===== config.mk =====
export PLATFORM = sky130hd
export DESIGN_NAME = sha256_message_digest
export DESIGN_NICKNAME = d
export VERILOG_FILES = /design/src/rtl/sha_pkg.sv /design/src/rtl/sha256_message_digest.sv /design/src/rtl/sha_core.sv
export VERILOG_INCLUDE_DIRS = /design/src /design/src/rtl
export SDC_FILE = /design/constraint.sdc
export NUM_CORES = 2
export LEC_CHECK = 0
export ABC_AREA = 0
export BUFFER_PORTS_ARGS = -buffer_cell sky130_fd_sc_hd__buf_4
export CAP_MARGIN = 15
export CORE_ASPECT_RATIO = 0.75
export CORE_MARGIN = 4
export CORE_UTILIZATION = 59
export DETAILED_ROUTE_END_ITERATION = 10
export PLACE_DENSITY = 0.75
export SYNTH_ARGS = -nofsm -noshare
export SYNTH_HDL_FRONTEND = slang
export SYNTH_HIERARCHICAL = 1
export SYNTH_SLANG_ARGS = --single-unit

===== constraint.sdc =====
create_clock -name clk_i -period 13 [get_ports clk_i]
set_clock_uncertainty 0.2 [all_clocks]
set_input_delay 3.25 -clock clk_i [delete_from_list [all_inputs] [get_ports clk_i]]
set_output_delay 3.25 -clock clk_i [all_outputs]
set_load 0.05 [all_outputs]

===== src/rtl/sha256_message_digest_macros.svh =====
// Assertion macros shared by the SHA-256 digest RTL.
// Depends on nothing; included by files that carry assertions.
`ifndef SHA256_MESSAGE_DIGEST_MACROS_SVH
`define SHA256_MESSAGE_DIGEST_MACROS_SVH
// Implication checked on every rising clock edge outside reset.
`define SHA_ASSERT(lbl, clk, rstn, prop, msg) \
  lbl: assert property (@(posedge clk) disable iff (!rstn) prop) else $error(msg);
// Signal is at most one-hot outside reset.
`define SHA_ONEHOT0(lbl, clk, rstn, sig, msg) \
  lbl: assert property (@(posedge clk) disable iff (!rstn) $onehot0(sig)) else $error(msg);
`endif


===== src/rtl/sha_pkg.sv =====
// Package for the SHA-256 digest block: types, round constants, round functions.
// No dependencies.
package sha_pkg;

  typedef enum logic [2:0] {
    ST_IDLE, ST_LOAD, ST_ROUND, ST_ADD, ST_PAD, ST_EMIT
  } sha_state_e;

  // Compression core sequencing
  typedef enum logic [2:0] {
    C_IDLE, C_LOADH, C_LOADW, C_ROUND, C_ADD
  } core_state_e;

  localparam logic [31:0] HashInit [8] = '{
    32'h6a09e667, 32'hbb67ae85, 32'h3c6ef372, 32'ha54ff53a,
    32'h510e527f, 32'h9b05688c, 32'h1f83d9ab, 32'h5be0cd19
  };

  localparam logic [31:0] RoundK [64] = '{
    32'h428a2f98, 32'h71374491, 32'hb5c0fbcf, 32'he9b5dba5, 32'h3956c25b,
    32'h59f111f1, 32'h923f82a4, 32'hab1c5ed5, 32'hd807aa98, 32'h12835b01,
    32'h243185be, 32'h550c7dc3, 32'h72be5d74, 32'h80deb1fe, 32'h9bdc06a7,
    32'hc19bf174, 32'he49b69c1, 32'hefbe4786, 32'h0fc19dc6, 32'h240ca1cc,
    32'h2de92c6f, 32'h4a7484aa, 32'h5cb0a9dc, 32'h76f988da, 32'h983e5152,
    32'ha831c66d, 32'hb00327c8, 32'hbf597fc7, 32'hc6e00bf3, 32'hd5a79147,
    32'h06ca6351, 32'h14292967, 32'h27b70a85, 32'h2e1b2138, 32'h4d2c6dfc,
    32'h53380d13, 32'h650a7354, 32'h766a0abb, 32'h81c2c92e, 32'h92722c85,
    32'ha2bfe8a1, 32'ha81a664b, 32'hc24b8b70, 32'hc76c51a3, 32'hd192e819,
    32'hd6990624, 32'hf40e3585, 32'h106aa070, 32'h19a4c116, 32'h1e376c08,
    32'h2748774c, 32'h34b0bcb5, 32'h391c0cb3, 32'h4ed8aa4a, 32'h5b9cca4f,
    32'h682e6ff3, 32'h748f82ee, 32'h78a5636f, 32'h84c87814, 32'h8cc70208,
    32'h90befffa, 32'ha4506ceb, 32'hbef9a3f7, 32'hc67178f2
  };

  localparam logic [7:0] PadByte = 8'h80;
  localparam logic [5:0] LenOffset = 6'd56;

  // Request from the buffer control to the compression core.
  typedef struct packed {
    logic start;
  } core_req_t;

  // Status from the compression core.
  typedef struct packed {
    logic busy;
    logic done;
  } core_sts_t;

  function automatic logic [31:0] rotr(input logic [31:0] v, input int unsigned n);
    rotr = (v >> n) | (v << (32 - n));
  endfunction

  function automatic logic [31:0] sig0(input logic [31:0] x);
    sig0 = rotr(x, 7) ^ rotr(x, 18) ^ (x >> 3);
  endfunction

  function automatic logic [31:0] sig1(input logic [31:0] x);
    sig1 = rotr(x, 17) ^ rotr(x, 19) ^ (x >> 10);
  endfunction

  function automatic logic [31:0] bsig0(input logic [31:0] x);
    bsig0 = rotr(x, 2) ^ rotr(x, 13) ^ rotr(x, 22);
  endfunction

  function automatic logic [31:0] bsig1(input logic [31:0] x);
    bsig1 = rotr(x, 6) ^ rotr(x, 11) ^ rotr(x, 25);
  endfunction

endpackage


===== src/rtl/sha256_message_digest.sv =====
// SHA-256 message digest top: byte intake, padding, block buffer, digest output.
// Depends on sha_pkg, sha_core and the assertion macros header.
// Throughput: one byte per cycle while filling; a full block stalls input while the core
//   starts, loads the hash, loads the words, runs the rounds and adds.
// Message end: pad one byte per cycle to the block end, then one or two compressions;
//   each digest word is read from the hash memory only after the previous word is taken.
`include "sha256_message_digest_macros.svh"
module sha256_message_digest import sha_pkg::*; (
  input  logic        clk_i,
  input  logic        rst_ni,
  input  logic        s_axis_tvalid,
  output logic        s_axis_tready,
  input  logic [7:0]  s_axis_tdata,   // [7:0] data_byte
  input  logic        s_axis_tuser,   // byte_present
  input  logic        s_axis_tlast,   // last_byte
  output logic        m_axis_tvalid,
  input  logic        m_axis_tready,
  output logic [39:0] m_axis_tdata,   // [31:0] digest_word, [34:32] word_index, zero pad
  output logic        m_axis_tlast    // last_word
);

  sha_state_e  state_q, state_d;
  logic [6:0]  fill_q, fill_d;
  logic [60:0] bcnt_q, bcnt_d;
  logic        padding_q, padding_d;
  logic [2:0]  oidx_q, oidx_d;
  logic        ovalid_q;
  logic [31:0] bufmem [16];
  logic [31:0] blk_rd_q;
  logic [3:0]  blk_addr;
  logic        wr_en;
  logic [7:0]  wr_byte;
  logic [63:0] bits;
  logic        accept;
  logic        out_fire;
  core_req_t   req;
  core_sts_t   sts;
  logic [31:0] hrd_data;
  logic        hrd_en;
  logic        hinit;
  logic [31:0] digest_q;
  logic        pad_done_q, pad_done_d;
  logic        pad_seen_q, pad_seen_d;
  logic        len_blk_q, len_blk_d;
  logic        len_zone;
  logic        ovalid_d_word;
  logic        hrd_wait_q;

  sha_core u_core (
    .clk_i      (clk_i),
    .rst_ni     (rst_ni),
    .req_i      (req),
    .sts_o      (sts),
    .blk_addr_o (blk_addr),
    .blk_data_i (blk_rd_q),
    .hrd_en_i   (hrd_en),
    .hrd_addr_i (oidx_d),
    .hrd_data_o (hrd_data),
    .hinit_i    (hinit)
  );

  assign accept   = s_axis_tvalid && s_axis_tready;
  assign out_fire = m_axis_tvalid && m_axis_tready;
  assign bits     = {bcnt_q, 3'b000};

  // Next state
  always_comb begin
    state_d   = state_q;
    fill_d    = fill_q;
    bcnt_d    = bcnt_q;
    padding_d = padding_q;
    oidx_d    = oidx_q;
    case (state_q)
      ST_IDLE: begin
        if (accept) begin
          if (s_axis_tuser) begin
            fill_d = fill_q + 7'd1;
            bcnt_d = bcnt_q + 61'd1;
          end
          if (s_axis_tlast) begin
            padding_d = 1'b1;
          end
          if (s_axis_tuser && fill_q == 7'd63) begin
            state_d = ST_LOAD;
          end else if (s_axis_tlast) begin
            state_d = ST_PAD;
          end
        end
      end
      ST_PAD: begin
        fill_d = fill_q + 7'd1;
        if (fill_q == 7'd63) begin
          state_d = ST_LOAD;
        end
      end
      ST_LOAD: begin
        fill_d  = '0;
        state_d = ST_ROUND;
      end
      ST_ROUND: begin
        if (sts.done) begin
          if (!padding_q) begin
            state_d = ST_IDLE;
          end else if (pad_done_q) begin
            state_d = ST_EMIT;
            oidx_d  = '0;
          end else begin
            state_d = ST_PAD;
          end
        end
      end
      ST_EMIT: begin
        if (out_fire) begin
          oidx_d = oidx_q + 3'd1;
          if (oidx_q == 3'd7) begin
            state_d   = ST_IDLE;
            padding_d = 1'b0;
            bcnt_d    = '0;
          end
        end
      end
      default: state_d = ST_IDLE;
    endcase
  end

  // Track the pad marker, the block that holds the length, and the final block
  assign len_zone = pad_seen_q && len_blk_q && (fill_q[5:0] >= LenOffset);

  always_comb begin
    pad_seen_d = pad_seen_q;
    pad_done_d = pad_done_q;
    len_blk_d  = len_blk_q;
    if (state_q == ST_PAD && !pad_seen_q) begin
      pad_seen_d = 1'b1;
      // marker ahead of the length field: length fits in this block
      if (fill_q[5:0] < LenOffset) begin
        len_blk_d = 1'b1;
      end
    end
    // marker ran into the length field: length goes in the next block
    if (state_q == ST_LOAD && pad_seen_q) begin
      len_blk_d = 1'b1;
    end
    if (state_q == ST_PAD && len_zone && fill_q == 7'd63) begin
      pad_done_d = 1'b1;
    end
    if (state_q == ST_EMIT && out_fire && oidx_q == 3'd7) begin
      pad_seen_d = 1'b0;
      pad_done_d = 1'b0;
      len_blk_d  = 1'b0;
    end
  end

  // Byte to write into the block buffer
  always_comb begin
    wr_en   = 1'b0;
    wr_byte = s_axis_tdata;
    case (state_q)
      ST_IDLE: wr_en = accept && s_axis_tuser;
      ST_PAD: begin
        wr_en = 1'b1;
        if (!pad_seen_q) begin
          wr_byte = PadByte;
        end else if (len_zone) begin
          wr_byte = bits[{~fill_q[2:0], 3'b111} -: 8];
        end else begin
          wr_byte = 8'h00;
        end
      end
      default: wr_en = 1'b0;
    endcase
  end

  // Block buffer: byte writes into word entries, registered word read
  always_ff @(posedge clk_i) begin
    if (wr_en) begin
      case (fill_q[1:0])
        2'd0: bufmem[fill_q[5:2]][31:24] <= wr_byte;
        2'd1: bufmem[fill_q[5:2]][23:16] <= wr_byte;
        2'd2: bufmem[fill_q[5:2]][15:8]  <= wr_byte;
        default: bufmem[fill_q[5:2]][7:0] <= wr_byte;
      endcase
    end
    blk_rd_q <= bufmem[blk_addr];
  end

  // Hold the digest word for output
  always_ff @(posedge clk_i) begin
    if (ovalid_d_word) begin
      digest_q <= hrd_data;
    end
  end
  assign hrd_en = (state_d == ST_EMIT) && (state_q != ST_EMIT || out_fire);
  assign ovalid_d_word = hrd_wait_q;

  always_ff @(posedge clk_i or negedge rst_ni) begin
    if (!rst_ni) begin
      state_q    <= ST_IDLE;
      fill_q     <= '0;
      bcnt_q     <= '0;
      padding_q  <= 1'b0;
      oidx_q     <= '0;
      ovalid_q   <= 1'b0;
      hrd_wait_q <= 1'b0;
      pad_seen_q <= 1'b0;
      pad_done_q <= 1'b0;
      len_blk_q  <= 1'b0;
    end else begin
      state_q    <= state_d;
      fill_q     <= fill_d;
      bcnt_q     <= bcnt_d;
      padding_q  <= padding_d;
      oidx_q     <= oidx_d;
      pad_seen_q <= pad_seen_d;
      pad_done_q <= pad_done_d;
      len_blk_q  <= len_blk_d;
      hrd_wait_q <= hrd_en;
      if (hrd_wait_q) begin
        ovalid_q <= 1'b1;
      end else if (out_fire) begin
        ovalid_q <= 1'b0;
      end
    end
  end

  assign req.start     = (state_q == ST_LOAD);
  assign hinit         = (state_q == ST_EMIT) && out_fire && (oidx_q == 3'd7);
  assign s_axis_tready = (state_q == ST_IDLE) && !sts.busy;
  assign m_axis_tvalid = ovalid_q;
  assign m_axis_tdata  = {5'b0, oidx_q, digest_q};
  assign m_axis_tlast  = (oidx_q == 3'd7);

  `SHA_ASSERT(a_out_emit, clk_i, rst_ni, m_axis_tvalid |-> state_q == ST_EMIT,
              "output valid outside emit")
  `SHA_ASSERT(a_fill_range, clk_i, rst_ni, state_q == ST_IDLE |-> fill_q < 7'd64,
              "fill count out of range")
  `SHA_ASSERT(a_no_in_busy, clk_i, rst_ni, accept |-> !sts.busy,
              "input taken during compression")

endmodule


===== src/rtl/sha_core.sv =====
// SHA-256 compression core: one round per cycle, schedule in a 16-entry window,
// chaining hash in a one-read-port synchronous memory. Uses sha_pkg.
`include "sha256_message_digest_macros.svh"
module sha_core import sha_pkg::*; (
  input  logic        clk_i,
  input  logic        rst_ni,
  input  core_req_t   req_i,
  output core_sts_t   sts_o,
  // block buffer read port (word address, registered data)
  output logic [3:0]  blk_addr_o,
  input  logic [31:0] blk_data_i,
  // chaining hash read for digest output
  input  logic        hrd_en_i,
  input  logic [2:0]  hrd_addr_i,
  output logic [31:0] hrd_data_o,
  input  logic        hinit_i
);

  core_state_e state_q, state_d;
  logic [6:0]  cnt_q, cnt_d;
  logic [31:0] w_q [16];
  logic [31:0] v_q [8];
  logic [31:0] hmem [8];
  logic [7:0]  hvalid_q;
  logic [31:0] hrd_q;
  logic [2:0]  hrd_idx_q;
  logic        h_rd_en;
  logic [2:0]  h_rd_addr;
  logic        h_wr_en;
  logic [2:0]  h_wr_addr;
  logic [31:0] h_wr_data;
  logic [31:0] h_rd_val;
  logic [31:0] w_new, t1, t2, w_cur;

  // Next state
  always_comb begin
    state_d = state_q;
    cnt_d   = cnt_q;
    case (state_q)
      C_IDLE: begin
        if (req_i.start) begin
          state_d = C_LOADH;
          cnt_d   = '0;
        end
      end
      C_LOADH: begin
        cnt_d = cnt_q + 7'd1;
        if (cnt_q == 7'd8) begin
          state_d = C_LOADW;
          cnt_d   = '0;
        end
      end
      C_LOADW: begin
        cnt_d = cnt_q + 7'd1;
        if (cnt_q == 7'd16) begin
          state_d = C_ROUND;
          cnt_d   = '0;
        end
      end
      C_ROUND: begin
        cnt_d = cnt_q + 7'd1;
        if (cnt_q == 7'd63) begin
          state_d = C_ADD;
          cnt_d   = '0;
        end
      end
      C_ADD: begin
        cnt_d = cnt_q + 7'd1;
        if (cnt_q == 7'd8) begin
          state_d = C_IDLE;
          cnt_d   = '0;
        end
      end
      default: state_d = C_IDLE;
    endcase
  end

  // Memory port control: each read is issued in the cycle before its data is used
  always_comb begin
    h_rd_en   = 1'b0;
    h_rd_addr = '0;
    h_wr_en   = 1'b0;
    h_wr_addr = hrd_idx_q;
    h_wr_data = h_rd_val + v_q[hrd_idx_q];
    blk_addr_o = cnt_q[3:0];
    case (state_q)
      C_LOADH: begin
        h_rd_en   = (cnt_q < 7'd8);
        h_rd_addr = cnt_q[2:0];
      end
      C_ADD: begin
        h_wr_en = (cnt_q != 7'd0);
        if (cnt_q < 7'd8) begin
          h_rd_en   = 1'b1;
          h_rd_addr = cnt_q[2:0];
        end else begin
          // last add writes word 7: hand the read port to the digest output
          h_rd_en   = hrd_en_i;
          h_rd_addr = hrd_addr_i;
        end
      end
      default: begin
        h_rd_en   = hrd_en_i;
        h_rd_addr = hrd_addr_i;
      end
    endcase
  end

  // Entries not yet written since init read as the initial hash
  assign h_rd_val   = hvalid_q[hrd_idx_q] ? hrd_q : HashInit[hrd_idx_q];
  assign hrd_data_o = h_rd_val;

  always_ff @(posedge clk_i) begin
    if (h_wr_en) begin
      hmem[h_wr_addr] <= h_wr_data;
    end
    if (h_rd_en) begin
      hrd_q <= hmem[h_rd_addr];
    end
  end

  // Schedule and round datapath
  assign w_new = sig1(w_q[14]) + w_q[9] + sig0(w_q[1]) + w_q[0];
  assign w_cur = (cnt_q < 7'd16) ? w_q[cnt_q[3:0]] : w_new;
  assign t1 = v_q[7] + bsig1(v_q[4]) + ((v_q[4] & v_q[5]) ^ (~v_q[4] & v_q[6]))
            + RoundK[cnt_q[5:0]] + w_cur;
  assign t2 = bsig0(v_q[0]) + ((v_q[0] & v_q[1]) ^ (v_q[0] & v_q[2]) ^ (v_q[1] & v_q[2]));

  always_ff @(posedge clk_i or negedge rst_ni) begin
    if (!rst_ni) begin
      state_q   <= C_IDLE;
      cnt_q     <= '0;
      hvalid_q  <= '0;
      hrd_idx_q <= '0;
    end else begin
      state_q   <= state_d;
      cnt_q     <= cnt_d;
      hrd_idx_q <= h_rd_addr;
      if (hinit_i) begin
        hvalid_q <= '0;
      end else if (h_wr_en) begin
        hvalid_q[h_wr_addr] <= 1'b1;
      end
    end
  end

  // Load working vars, words and run rounds
  always_ff @(posedge clk_i) begin
    if (state_q == C_LOADH && cnt_q != 7'd0) begin
      v_q[hrd_idx_q] <= h_rd_val;
    end
    if (state_q == C_LOADW && cnt_q != 7'd0) begin
      w_q[cnt_q[3:0] - 4'd1] <= blk_data_i;
    end
    if (state_q == C_ROUND) begin
      v_q[7] <= v_q[6];
      v_q[6] <= v_q[5];
      v_q[5] <= v_q[4];
      v_q[4] <= v_q[3] + t1;
      v_q[3] <= v_q[2];
      v_q[2] <= v_q[1];
      v_q[1] <= v_q[0];
      v_q[0] <= t1 + t2;
      if (cnt_q >= 7'd16) begin
        for (int i = 0; i < 15; i++) begin
          w_q[i] <= w_q[i + 1];
        end
        w_q[15] <= w_new;
      end
    end
  end

  // Writeback adds previous hash with sum, using valid override
  assign sts_o.busy = (state_q != C_IDLE);
  assign sts_o.done = (state_q == C_ADD) && (cnt_q == 7'd8);

  `SHA_ASSERT(a_start_idle, clk_i, rst_ni, req_i.start |-> state_q == C_IDLE,
              "start while core busy")
  `SHA_ASSERT(a_no_init_busy, clk_i, rst_ni, hinit_i |-> state_q == C_IDLE,
              "hash init during compression")
  `SHA_ASSERT(a_done_idle, clk_i, rst_ni, sts_o.done |=> state_q == C_IDLE,
              "core not idle after done")

endmodule


* Yosys cells after proc, flatten, opt, wreduce, memory -nomap -nowiden
Memory sizes are Yosys's and may differ from the RTL's. A register that Yosys moved wholly into a read port is not among the register bits. Index checks and enable logic that the tools add are counted.
Operators by class: shift-type cells 1, add/subtract/negate cells 16, multiplexer cells 99, reduce and logical (&&, ||, !) cells 45, eq/ne operators 27, bitwise gates (word level) 31, magnitude comparators 9
Operator list (count):
- 32-bit adder | 11
- 32-bit XOR | 9
- 32-bit 2-to-1 mux | 8
- 61-bit 2-to-1 mux | 4
- 32-bit bitwise AND | 5
- 61-bit one-hot mux with 2 select lines | 1
- 71-bit by 7-bit variable part select with 8-bit output | 1
- 32-bit OR reduction | 2
- 61-bit by 1-bit adder with 61-bit output (second input constant) | 1
- 3-bit 2-to-1 mux | 19
- 1-bit 2-to-1 mux | 44
- 7-bit 2-to-1 mux | 6
- 8-bit 2-to-1 mux | 5
- 32-bit inverter | 1
- 10-bit by 32-bit OR with 32-bit output | 1
- 13-bit by 32-bit OR with 32-bit output | 1
- 14-bit by 32-bit OR with 32-bit output | 1
- 15-bit by 32-bit OR with 32-bit output | 1
- 19-bit by 32-bit OR with 32-bit output | 1
- 21-bit by 32-bit OR with 32-bit output | 1
- 25-bit by 32-bit OR with 32-bit output | 1
- 26-bit by 32-bit OR with 32-bit output | 1
- 30-bit by 32-bit OR with 32-bit output | 1
- 7-bit by 32-bit OR with 32-bit output | 1
- 51 further kinds | 101
Word-level totals: logic and storage cells 249, memory bits (read-only) 2304, bits of input ports 14, memory bits (writable) 1536, flip-flop bits (word level) 133, memories kept 6, output and inout bits 43
Memories:
- (name not given) | depth 64, bits a word 32, rd ports 1, clocked after memory_dff 0, write ports 0, RTL line sha_core.sv:126 | + RoundK[cnt_q[5:0]] + w_cur;
- bufmem | depth 16, bits a word 32, rd ports 1, clocked after memory_dff 1, write ports 1, RTL line sha256_message_digest.sv:28 | logic [31:0] bufmem [16];
- u_core.w_q | depth 16, bits a word 32, rd ports 17, clocked after memory_dff 0, write ports 16, RTL line sha_core.sv:21 | logic [31:0] w_q [16];
- (name not given) | depth 8, bits a word 32, rd ports 1, clocked after memory_dff 0, write ports 0, RTL line sha_core.sv:110 | assign h_rd_val = hvalid_q[hrd_idx_q] ? hrd_q : HashInit[hrd_idx_q];
- u_core.hmem | depth 8, bits a word 32, rd ports 1, clocked after memory_dff 1, write ports 1, RTL line sha_core.sv:23 | logic [31:0] hmem [8];
- u_core.v_q | depth 8, bits a word 32, rd ports 9, clocked after memory_dff 0, write ports 8, RTL line sha_core.sv:22 | logic [31:0] v_q [8];

* Logic depth before layout (Yosys ltp)
depth in word-level cells 10, mapped depth 48, mapped depth without buffers 48

* Modules after synthesis
Netlist, hierarchy kept.
By module, submodules not included:
- sha_core | seq. area each 32235.9 um^2, area an instance 66039.6 um^2, times used 1, cells an instance 5975
- sha256_message_digest | seq. area each 18978.2 um^2, area an instance 26098.8 um^2, times used 1, cells an instance 1404

* Least setup slack after synthesis
Ideal clock, no wire load.
kind reg-to-reg, from memory u_core.w_q[1][8], to memory u_core.v_q[0][31], data pin, path buffers 1, required time 12532 ps, period minus slack after synthesis 9766 ps, stages on the path, launching flop included 47, arrival 9298 ps, library setup time 268 ps, slack 3234 ps, path through edfxtp_1 xnor2_1 xnor2_1 fa_1 inv_1 fa_1 inv_1 ha_1 inv_1 fa_1 nor2b_1 o31ai_1 a211oi_1 o21ai_0 a21oi_1 o21ai_0 a21boi_0 o21ai_0 [... 11 more ...] a311oi_4 xnor2_1 inv_1 fa_1 inv_1 ha_1 clkbuf_1 a21o_1 a211oi_1 nand2_1 o211ai_1 a31oi_1 a211oi_1 o31ai_1 a21oi_1 xnor2_1 xnor2_1 o21ai_0
RTL lines (RTL line):
- start, declared | sha_core.sv:21
- end, declared | sha_core.sv:22

==> flow_metrics.tcl <==
set metrics [dict create \
    outcome "complete, no violations" \
    wirelength_mm 289 \
    yosysUniqueCellTypes 101 \
    net_count_final 7644 \
    hp-class "reg2reg" \
    die_area_sq_mm 0.163 \
    final_min_period_over_clock_period 0.895 \
    ios 57 \
    viasPerCell 6.83 \
    timing.final.max_slew_violations 0 \
    timing.critical_path.fanout_max 5 \
    pin_count_of_the_biggest_net_entering_global_routing 138 \
    tritoncts.num_buffers 168 \
    postSynthAreaPerCell_sq_um 12.5 \
    critical-path-slowest-cell "sky130_fd_sc_hd__o31ai_1" \
    grt.overflow.total 0 \
    postCtsSetupRepairBufs 0 \
    grt_most_used_layer "met1" \
    htreeDepth 4 \
    cts_root_buffer "sky130_fd_sc_hd__clkbuf_16" \
    dr.pass1.iters 9 \
    grt_util_met1 0.521 \
    number_of_endpoints_with_negative_hold_slack_in_the_final_report 0 \
    slew-limit-headroom 0.105 \
    synth.area.top_cells "sky130_fd_sc_hd__edfxtp_1, sky130_fd_sc_hd__mux4_2, sky130_fd_sc_hd__a21o_1, sky130_fd_sc_hd__fa_1, sky130_fd_sc_hd__nand2_1" \
    setup_crit_path_kind "reg2reg" \
    initial_core_util 0.594 \
    clock_slew_at_the_register_clock_pins_of_the_worst_setup_and_hold_paths_ps 70 \
    grt_antenna_before_repair 14 \
    timing.critical_path.arrival_ps 11970 \
    grt_pass1_vias 60900 \
    place_congestion 1.04 \
    ys_seq_elements 1733 \
    netlist_instances 7379 \
    globalRouteMet2Util 0.486 \
    routed-via-count 64800 \
    final-setup-viol-count 0 \
    netlist.area_leader.share 0.521 \
    holdBufCountCts 0 \
    tns_ps 0 \
    final_routed_wire_length_divided_by_cell_count_um 30.5 \
    count_of_flip_flops_with_a_built_in_enable_after_synthesis 1600 \
    yosysWarnings 6 \
    finalCriticalPeriod_ps 11630 \
    postCtsResizedCells 0 \
    synth_top_area_cell "sky130_fd_sc_hd__edfxtp_1" \
    post-dp-hpwl_mm 195 \
    die_h_um 350 \
    fmaxAchievable_mhz 86.0 \
    chipWidth_um 464 \
    fraction_of_final_layout_cells_sized_beyond_drive_strength_1 0.118 \
    synthArstFlopShare 0.0583 \
    numPortBuffers 51 \
    crit_path_end_kind "flip-flop" \
    core_sq_mm 0.155 \
    worst-endpoint-required_ps 13340 \
    clock_path_buffers 3 \
    cts_tree "built" \
    leading_cell_type_in_the_layout_fill_and_taps_excluded "sky130_fd_sc_hd__edfxtp_1" \
    cts.sink_count 1733 \
    syn-cell-area_sq_mm 0.0921 \
    rsz_0062_raised_after_global_routing "no" \
    detail_route.drc_violations 0 \
    area_delta_synth_final_pct 9.19 \
    global_route.usage.total 0.351 \
    timing.critical_path.from_type "flip-flop" \
    initialDrtViolationCount 11300 \
    cap_viol_max_count 0 \
    critical_path.max_stage_delay_ps 530 \
    grtUsageMet3 0.125 \
    clock_latency_ps 860 \
    final_antenna_net_count 0 \
    synth_top_flop_cell "sky130_fd_sc_hd__edfxtp_1" \
    final_cell_mix "sky130_fd_sc_hd__edfxtp_1, sky130_fd_sc_hd__nand2_1, sky130_fd_sc_hd__a21o_1" \
    grt_pass1_wl_mm 420 \
    timing_worst_slew_pin_value_ps 1330 \
    fp-row-count 125 \
    ys_seq_area_frac 0.556 \
]
==> sequential cells by signal (all words and copies together), names as in the netlist, 3 cells and up <==
name	flops
bufmem	512
u_core/hrd_q	32
u_core/state_q	3
oidx_q	3
blk_rd_q	32
u_core/h_wr_addr	3
u_core/v_q	256
bcnt_q	61
state_q	3
u_core/hvalid_q	8
u_core/hmem	256
digest_q	32
u_core/w_q	512
u_core/cnt_q	7
fill_q	7
==> routing by layer <==
metal | vias to the layer above | share of wire | wire (um)
met5 | - | 0.00019 | 56
met4 | 10 | 0.037 | 10600
met3 | 710 | 0.16 | 45800
met2 | 5070 | 0.42 | 120000
met1 | 32100 | 0.39 | 112000
li1 | 26900 | - | -
==> cells by family after synthesis <==
kind of cell | count (synthesis) | share of synthesized area
other | 1 | 0.0000407
buffers and inverters | 922 | 0.0385
adder cells (fa/ha/maj) | 398 | 0.0694
XOR/XNOR | 419 | 0.0400
AO/OA/AOI/OAI | 1668 | 0.121
flip-flops | 1733 | 0.556
AND/OR/NAND/NOR | 1848 | 0.0904
multiplexers | 390 | 0.0845
==> worst max-delay path, delay by kind of cell, from the launching register on <==
kind,cells,cell delay [ps]
buffers and inverters,7,460
flip-flops,1,500
AND/OR/NAND/NOR,3,510
XOR/XNOR,4,720
AO/OA/AOI/OAI,20,4970
adder cells (fa/ha/maj),10,3970
==> final cells by class <==
type                       instances  area (sq um)
tap                             2095          2620
inverter                         421          1580
sequential                      1733         51200
antenna                            7          17.5
timing repair buffer             184          1480
multi-input combinational       4728         38000
fill                           11300         54400
clock buffer                     209          4470
clock inverter                   106          1250
==> cell usage after synthesis, drive strengths merged, types with 58 or more instances <==
| library cell | number |
|---|---|
| o21a | 58 |
| o21ai | 297 |
| clkbuf | 427 |
| ha | 204 |
| mux2i | 74 |
| mux4 | 310 |
| a21oi | 243 |
| dfrtp | 101 |
| inv | 420 |
| edfxtp | 1600 |
| o22ai | 142 |
| xor2 | 140 |
| a21o | 621 |
| xnor2 | 278 |
| buf | 74 |
| nand3 | 231 |
| fa | 190 |
| nor2 | 455 |
| nand2 | 780 |
==> final timing paths <==
kind / to / from / slack [ps] / cells after the start
worst max-delay path: u_core/v_q[0][31]$_DFFE_PP_ / u_core/w_q[1][8]$_DFFE_PP_ / 1370 / 44
worst min-delay path: u_core/w_q[1][15]$_DFFE_PP_ / u_core/w_q[2][15]$_DFFE_PP_ / 290 / 1
worst max register to register: u_core/v_q[0][31]$_DFFE_PP_ / u_core/w_q[1][8]$_DFFE_PP_ / 1370 / 44
worst min register to register: u_core/w_q[1][15]$_DFFE_PP_ / u_core/w_q[2][15]$_DFFE_PP_ / 290 / 1
max in group asynchronous: u_core/cnt_q[3]$_DFFE_PN0P_ / rst_ni / 9050 / 2
min in group asynchronous: pad_seen_q$_DFFE_PN0N_ / rst_ni / 2220 / 1
==> per-stage QoR <==
stage                      util  setup slack [ps]  cell area, sq um  cells  hold slack [ps]
final                     0.649              1370            101000   9483              294
after global routing      0.649               722            101000   9478              304
after CTS                 0.648              1690            100000   9470              294
after detailed placement  0.612              1740             94800   9155              290
after global placement    0.612              1830             94800   9155              279
after floorplan               -              3230             92200   7383              266
Power is left out: the tool's default activity adds up to more than one toggle a clock period on the data nets, which glitch-free logic cannot reach.
